[config.mk]
export PLATFORM = sky130hd
export DESIGN_NAME = s2w_front
export DESIGN_NICKNAME = d
export VERILOG_FILES = /design/src/s2w_pkg.sv /design/src/s2w_front.sv
export SDC_FILE = /design/constraint.sdc
export NUM_CORES = 1
export LEC_CHECK = 0
export BUFFER_PORTS_ARGS = -buffer_cell sky130_fd_sc_hd__buf_2
export CAP_MARGIN = 15
export CORE_ASPECT_RATIO = 0.7
export CORE_MARGIN = 3
export CORE_UTILIZATION = 56
export DETAILED_ROUTE_END_ITERATION = 16
export PLACE_DENSITY = 0.79
export SYNTH_ARGS = -nofsm -noshare
export SYNTH_HDL_FRONTEND = slang
export SYNTH_SLANG_ARGS = --single-unit
[constraint.sdc]
create_clock -name i_clk -period 2.4 [get_ports i_clk]
set_input_delay 0.24 -clock i_clk [delete_from_list [all_inputs] [get_ports i_clk]]
set_output_delay 0.24 -clock i_clk [all_outputs]
set_load 0.02 [all_outputs]
[src/s2w_pkg.sv]
package s2w_pkg;

    localparam int CFG_IDX_W  = 3;
    localparam int CFG_DATA_W = 64;
    localparam int VP_W       = 13;
    localparam int PIX_W      = 12;
    localparam int DEPTH_W    = 16;
    localparam int IN_DATA_W  = 40;
    localparam int OUT_DATA_W = 96;
    localparam int INV_W      = 32;
    localparam int INV_N      = 16;
    localparam int QUEUE_D    = 4;

    localparam logic [CFG_IDX_W-1:0] REG_VP_WIDTH  = 3'd0;
    localparam logic [CFG_IDX_W-1:0] REG_VP_HEIGHT = 3'd1;
    localparam logic [CFG_IDX_W-1:0] REG_ROW0      = 3'd2;
    localparam logic [CFG_IDX_W-1:0] REG_ROW1      = 3'd3;
    localparam logic [CFG_IDX_W-1:0] REG_ROW2      = 3'd4;
    localparam logic [CFG_IDX_W-1:0] REG_ROW3      = 3'd5;

    typedef logic [3:0][CFG_DATA_W-1:0] t_rows;
    typedef logic signed [INV_W-1:0] t_inv [INV_N];

    typedef struct packed {
        logic [DEPTH_W-1:0] depth;
        logic [PIX_W-1:0]   cursor_y;
        logic [PIX_W-1:0]   cursor_x;
    } t_item;

    typedef struct packed {
        logic  valid;
        t_item item;
    } t_q_head;

    // truncated quotient magnitude to signed 32 bits with saturation
    function automatic logic signed [31:0] sat32(input logic neg, input logic ovf,
                                                 input logic [31:0] q);
        logic [31:0] m;
        begin
            if (neg) begin
                m = (ovf || q > 32'h8000_0000) ? 32'h8000_0000 : q;
                sat32 = $signed(32'd0 - m);
            end else begin
                sat32 = (ovf || q[31]) ? 32'sh7FFF_FFFF : $signed(q);
            end
        end
    endfunction

endpackage

[src/s2w_front.sv]
module s2w_front import s2w_pkg::*; (
    input  logic                 i_clk,
    input  logic                 i_rst_n,
    input  logic                 i_inv_valid,
    input  logic                 i_s_axis_tvalid,
    output logic                 o_s_axis_tready,
    input  logic [IN_DATA_W-1:0] i_s_axis_tdata,
    input  logic                 i_pop,
    output t_q_head              o_head
);

    t_item      r_q [QUEUE_D];
    logic [1:0] r_wp;
    logic [1:0] r_rp;
    logic [2:0] r_cnt;
    logic       w_push;
    logic       w_pop;

    assign o_s_axis_tready = i_inv_valid && (r_cnt != 3'(QUEUE_D));
    assign w_push = i_s_axis_tvalid && o_s_axis_tready;
    assign w_pop  = i_pop && (r_cnt != 3'd0);
    assign o_head.valid = r_cnt != 3'd0;
    assign o_head.item  = r_q[r_rp];

    always_ff @(posedge i_clk) begin
        if (!i_rst_n) begin
            r_wp  <= '0;
            r_rp  <= '0;
            r_cnt <= '0;
        end else begin
            if (w_push) begin
                r_q[r_wp] <= i_s_axis_tdata;
                r_wp <= r_wp + 2'd1;
            end
            if (w_pop) begin
                r_rp <= r_rp + 2'd1;
            end
            r_cnt <= r_cnt + 3'(w_push) - 3'(w_pop);
        end
    end

endmodule

==> results of run 1 <==
==> critical path, stage by stage, from the launching register on <==
cell and delay (ns):
dfxtp_2 0.41, nor2_1 0.09, a21oi_2 0.16, inv_1 0.06, ha_1 0.30, inv_1 0.07, ha_1 0.13, inv_1 0.05
fa_1 0.37, xnor2_1 0.22, xnor2_1 0.08, and2_1 0.15
==> worst paths after layout <==
kind | slack, ns | end | from
hold / removal | 0.03 | r_q[2][29]$_DFFE_PP_ | i_s_axis_tdata[29]
setup / recovery | 0.20 | r_cnt[2]$_SDFF_PN0_ | r_cnt[1]$_SDFF_PN0_
setup reg to reg | 0.20 | r_cnt[2]$_SDFF_PN0_ | r_cnt[1]$_SDFF_PN0_
hold reg to reg | 0.52 | r_wp[0]$_SDFFE_PN0P_ | r_wp[0]$_SDFFE_PN0P_
==> per-stage QoR <==
step                total power, uW  instance area [um2]  util, %
finish                         7680                 7530     70.6
global route                   8020                 7530     70.6
CTS                            7770                 7530     70.6
detailed placement             5140                 6950     65.2
global placement               5110                 6950     65.2
floorplan                      4740                 6300        -
==> cell families after synthesis <==
kind of cell,Yosys count
xor+xnor,4
flops,169
simple gates,17
fa+ha+maj,7
mux,42
compound gates,4
buf+inv,15
==> state kept, by name, indices dropped and copies added, names as in the netlist, named ones only <==
name	count
r_cnt	3
r_q	160
r_rp	2
r_wp	2
==> synthesized netlist by cell type (2+ instances only) <==
cell / count / area, um2
and2_1: 3 / 18.8
and3_1: 4 / 25.0
buf_12: 4 / 80.1
buf_2: 4 / 20.0
dfxtp_1: 9 / 180
edfxtp_1: 160 / 4800
ha_1: 6 / 75.1
inv_1: 5 / 18.8
mux2i_1: 2 / 20.0
mux4_2: 40 / 901
nand2_1: 5 / 18.8
nor2b_1: 3 / 18.8
xnor2_1: 4 / 35.0
==> per-layer routing <==
layer	wire length, um	part of all wire (%)	global-route usage [%]
met1	4440	42	25.9
met4	79	0.75	6.75
met3	968	9.2	7.24
met5	10	0.095	0
met2	5050	48	27.7
==> cell type report <==
class | instances | area share (%)
flip-flops and latches | 169 | 66.2
well taps | 148 | 2.46
inverters | 5 | 0.249
repair buffers | 100 | 7.61
multi-input cells | 74 | 15.8
clock inverters | 14 | 1.98
clock buffers | 18 | 5.70
==> where the power goes <==
part / switching (uW) / internal, uW / total, uW
logic: 855 / 764 / 1620
registers: 92.4 / 3340 / 3430
clock network: 1090 / 1540 / 2630
total: 2040 / 5640 / 7680
==> flow_metrics.py, run 1 <==
metrics = {
    "synth": {
        "synth-simple-area-share_pct": 1.45,
        "synth_xor_area_share_pct": 0.556,
        "synthesis.nets": 310,
        "ys_async_sr_fraction_pct": 0,
        "synth.cell_area_um2": 6300,
        "synth_top_family_by_area": "multiplexers",
        "synth_adder_area_share_pct": 1.51,
        "yosys_warnings": 0,
        "synth_compound_area_share_pct": 0.655,
        "muxShareOfSynthArea_pct": 14.6,
        "avgSynthCellArea_um2": 24.4,
        "synth_seq_area_share_pct": 79.1,
        "postSynthCellCount": 258,
        "synth-edff-count": 160,
        "yosysUniqueCellTypes": 22,
        "synth_seq_cells": 169,
        "yosys_most_used_dff": "edfxtp_1",
    },
    "clock_tree": {
        "cts-root-buf": "clkbuf_16",
        "cts.path.max_buffers": 2,
        "cts_resized": 0,
        "cts_setup_buffers": 0,
        "worstSkewPairLatency_ns": 0.42,
        "numCtsBuffers": 17,
        "clk_pin_slew_worst_paths_ns": 0.06,
        "htreeDepth": 4,
        "tritoncts": "done",
        "clock-sinks": 169,
        "cts_hold_buf": 0,
    },
    "layout": {
        "diodes": 0,
        "multi_input_area_um2": 1190,
        "syn_to_final_growth_pct": 19.5,
        "fin_nets": 419,
        "seqCellArea_um2": 4990,
        "fill_cells": 668,
        "layout.cells.non_filler": 528,
        "layout-drive-gt1-share_pct": 47.4,
        "layout_common_cells": "160 x edfxtp_1, 86 x buf_2, 40 x mux4_2",
        "final_common_cell": "edfxtp_1",
    },
    "power_and_ir_drop": {
        "p_leak_uw": 0.00258,
        "ir_worst_vdd_mv": 0.811,
        "power.density_nw_per_um2": 1020,
    },
    "routing": {
        "wl_per_cell_um": 20.0,
        "vias": 2897,
        "drc": 0,
        "avgViaCountPerCell": 5.49,
        "drtPass1Iterations": 5,
        "postRouteAntennaNets": 0,
        "first_iter_violations": 301,
        "drt_wl_total_mm": 10.6,
    },
    "setup_path": {
        "ff2ff_path_depth": 11,
        "endpoint_kind": "flip-flop",
        "cp_data_arrival_time_ns": 2.52,
        "cp_data_required_time_ns": 2.72,
        "cp-start-kind": "flip-flop",
        "critPathMaxFanout": 6,
        "path_class": "flip-flop to flip-flop",
    },
    "timing": {
        "holdWs_ns": 0.0291,
        "slew_headroom_pct": 72.3,
        "fin_crit_sh_pct": 91.8,
        "fin_ws_ns": 0.198,
        "finalSetupViolCount": 0,
        "rsz0062_at_grt": "false",
        "tightestPinTransition_ns": 0.416,
        "setup_tns_ns": 0,
        "drv_slew": 0,
        "min_period_ns": 2.20,
        "hold_violations": 0,
        "skew_ns": 0.0150,
        "max_freq_mhz": 454,
    },
    "global_routing": {
        "antenna_found_initial": 1,
        "track_usage_pct": 18.7,
        "grt_max_degree": 28,
        "grt_pass1_wl_mm": 17.0,
        "grt_pass1_vias": 3062,
        "overflow": 0,
    },
    "place": {
        "io_buffers": 86,
        "placed_cells": 496,
        "dpl_worst_slack_ns": 0.114,
        "routabilityCongestion": 0.714,
        "hpwlAfterDp_mm": 6.68,
    },
    "min_path": {
        "hold_class": "input pin to flip-flop",
        "holdPathStages": 1,
    },
    "floorplanning": {
        "die_y_um": 94.8,
        "die_area_um2": 12600,
        "rows": 31,
        "die_width_um": 133,
        "coreArea_um2": 10700,
        "io_pins": 87,
        "start_util_pct": 59.1,
    },
    "outcome": {
        "status": "complete, no violations",
    },
    "job": {
        "max-cap-violations": 0,
    },
}
Power figures use the tool's default switching activity.
==> inputs of run 2 (changes only) <==
--- a/config.mk
+++ b/config.mk
@@ -9,9 +9,9 @@
 export CAP_MARGIN = 15
 export CORE_ASPECT_RATIO = 0.7
 export CORE_MARGIN = 3
-export CORE_UTILIZATION = 56
+export CORE_UTILIZATION = 50
 export DETAILED_ROUTE_END_ITERATION = 16
-export PLACE_DENSITY = 0.79
+export PLACE_DENSITY = 0.72
 export SYNTH_ARGS = -nofsm -noshare
 export SYNTH_HDL_FRONTEND = slang
 export SYNTH_SLANG_ARGS = --single-unit
==> run 2 against run 1 <==
  * Core utilization down 7.9 points
  * Maximum frequency up 0.87%
  * Largest cell class unchanged
  * First-iteration DRC count down 40%
  * Sequential share of layout area about the same
  * Critical path type unchanged
  * Design area about the same
==> flow_metrics.py, run 2 (synthesized netlist as in run 1, its figures left out) <==
metrics = {
    "setup_path": {
        "critPathMaxFanout": 5,
        "endpoint_kind": "flip-flop",
        "crit_start": "r_cnt[0]$_SDFF_PN0_",
        "cp_data_required_time_ns": 2.71,
        "cp_data_arrival_time_ns": 2.49,
        "cp-start-kind": "flip-flop",
        "path_class": "flip-flop to flip-flop",
        "r2r_setup_slack_ns": 0.22,
        "critPathMostFrequentCell": "inv_1",
        "rr_startpoint": "r_cnt[0]$_SDFF_PN0_",
        "crit_chain": "nor2_1 > a21oi_2 > inv_1 > ha_1 > inv_1 > ha_1 > inv_1 > fa_1 > xnor2_1 > xnor2_1 > and2_1",
        "r2r_end": "r_cnt[2]$_SDFF_PN0_",
        "cp_slowest_cell": "dfxtp_1",
        "ff2ff_path_depth": 11,
        "max_stage_delay_ns": 0.44,
    },
    "clock_tree": {
        "clk_pin_slew_worst_paths_ns": 0.07,
        "cts-root-buf": "clkbuf_16",
        "numCtsBuffers": 17,
        "worstSkewPairLatency_ns": 0.41,
        "cts.path.max_buffers": 2,
        "clock-sinks": 169,
        "cts_setup_buffers": 0,
        "htreeDepth": 4,
        "tritoncts": "done",
    },
    "power_and_ir_drop": {
        "p_leak_uw": 0.00258,
        "ir_worst_vdd_mv": 0.651,
        "power.density_nw_per_um2": 1030,
    },
    "timing": {
        "fin_crit_sh_pct": 91.0,
        "drv_slew": 0,
        "hold_violations": 0,
        "rsz0062_at_grt": "false",
        "tightestPinTransition_ns": 0.530,
        "setup_tns_ns": 0,
        "finalSetupViolCount": 0,
        "slew_headroom_pct": 64.6,
        "min_period_ns": 2.18,
        "skew_ns": 0.00804,
        "max_freq_mhz": 458,
    },
    "job": {
        "max-cap-violations": 0,
    },
    "global_routing": {
        "grt_pass1_wl_mm": 16.5,
        "track_usage_pct": 16.1,
        "grt_max_degree": 25,
        "grt_pass1_vias": 3089,
        "overflow": 0,
        "antenna_found_initial": 0,
    },
    "routing": {
        "first_iter_violations": 180,
        "wl_per_cell_um": 19.9,
        "drt_wl_total_mm": 10.7,
        "vias": 2868,
        "postRouteAntennaNets": 0,
        "avgViaCountPerCell": 5.35,
        "drtPass1Iterations": 4,
        "drc": 0,
    },
    "layout": {
        "diodes": 0,
        "fin_nets": 418,
        "utilization_pct": 62.8,
        "layout-drive-gt1-share_pct": 47.5,
        "largest_reg_flops": 160,
        "syn_to_final_growth_pct": 19.7,
        "final_area_um2": 7540,
        "top_register": "r_q",
        "final_common_cell": "edfxtp_1",
        "reg_top3": "r_q x160, r_cnt x3",
        "layout_common_cells": "160 x edfxtp_1, 86 x buf_2, 40 x mux4_2",
    },
    "floorplanning": {
        "coreArea_um2": 12000,
        "die_y_um": 99.9,
        "die_area_um2": 14000,
        "io_pins": 87,
        "die_width_um": 140,
        "rows": 33,
        "start_util_pct": 52.5,
    },
    "place": {
        "dpl_cell_area_um2": 6930,
        "routabilityCongestion": 0.648,
        "io_buffers": 86,
        "hpwlAfterDp_mm": 6.77,
    },
    "outcome": {
        "status": "complete, no violations",
    },
    "min_path": {
        "holdPathStages": 1,
        "hold_class": "input pin to flip-flop",
        "min_from": "i_s_axis_tdata[18]",
        "whs_endpoint": "r_q[2][18]$_DFFE_PP_",
    },
}
## run 2: cell count changes in the layout (fill, tap and decap cells not counted), sizes merged
cell / before / now
clkinvlp: 0 / 1
inv: 8 / 13
buf: 100 / 99
clkbuf: 18 / 17
clkinv: 9 / 4
## run 2: power breakdown
part / switching [uW] / internal [uW]
combinational: 864 / 727
sequential: 84.1 / 3340
clock: 1150 / 1580
total: 2100 / 5640
## run 2: final cells by class
class	instances	area (um2)
Clock buffer	17	425
Clock inverter	15	180
Fill cell	828	4470
Inverter	5	18.8
Multi-Input combinational cell	74	1190
Sequential cell	169	4990
Tap cell	157	196
Timing Repair Buffer	99	541
## run 2: stage by stage
| stage | hold slack, ns | worst slack, ns | power (uW) | std cells |
|---|---|---|---|---|
| after global routing | 0.0178 | 0.0243 | 8070 | 536 |
| after floorplan | 0.339 | 0.153 | 4740 | 258 |
| final | 0.0396 | 0.217 | 7740 | 536 |
| after CTS | 0.0173 | 0.132 | 7850 | 536 |
| after global placement | 0.452 | 0.253 | 5090 | 504 |
| after detailed placement | 0.458 | 0.135 | 5110 | 504 |
## run 2: critical path, delay by kind of cell (launching register included)
kind,cells,cell delay (ns)
AND/OR/NAND/NOR,2,0.25
XOR/XNOR,2,0.27
AO/OA/AOI/OAI,1,0.17
flip-flops,1,0.44
buffers and inverters,3,0.17
adder cells (fa/ha/maj),3,0.79
## run 2: routing by layer
| metal | wire [um] | global-route usage [%] | vias to the layer above | share of wire (%) |
|---|---|---|---|---|
| met2 | 5270 | 25.7 | 79 | 49 |
| met5 | 0 | 0 | - | 0 |
| met1 | 4590 | 21.1 | 1479 | 43 |
| li1 | - | - | 1302 | - |
| met4 | 84 | 5.81 | 0 | 0.79 |
| met3 | 719 | 5.48 | 8 | 6.7 |
## run 2: timing repair
action,in CTS,in global routing
hold endpoints to repair,0,0
gates resized for setup,0,1
hold buffers,0,0
setup endpoints to repair,0,1
## run 2: worst max path at each step
stage / endpoint / cells after the start / slack (ns)
finish: r_cnt[2]$_SDFF_PN0_ / 11 / 0.22
global route: r_cnt[2]$_SDFF_PN0_ / 11 / 0.02
CTS: r_cnt[2]$_SDFF_PN0_ / 11 / 0.13
detailed placement: r_cnt[2]$_SDFF_PN0_ / 11 / 0.14
global placement: r_cnt[2]$_SDFF_PN0_ / 11 / 0.25
floorplan: r_q[0][0]$_DFFE_PP_ / 3 / 0.15
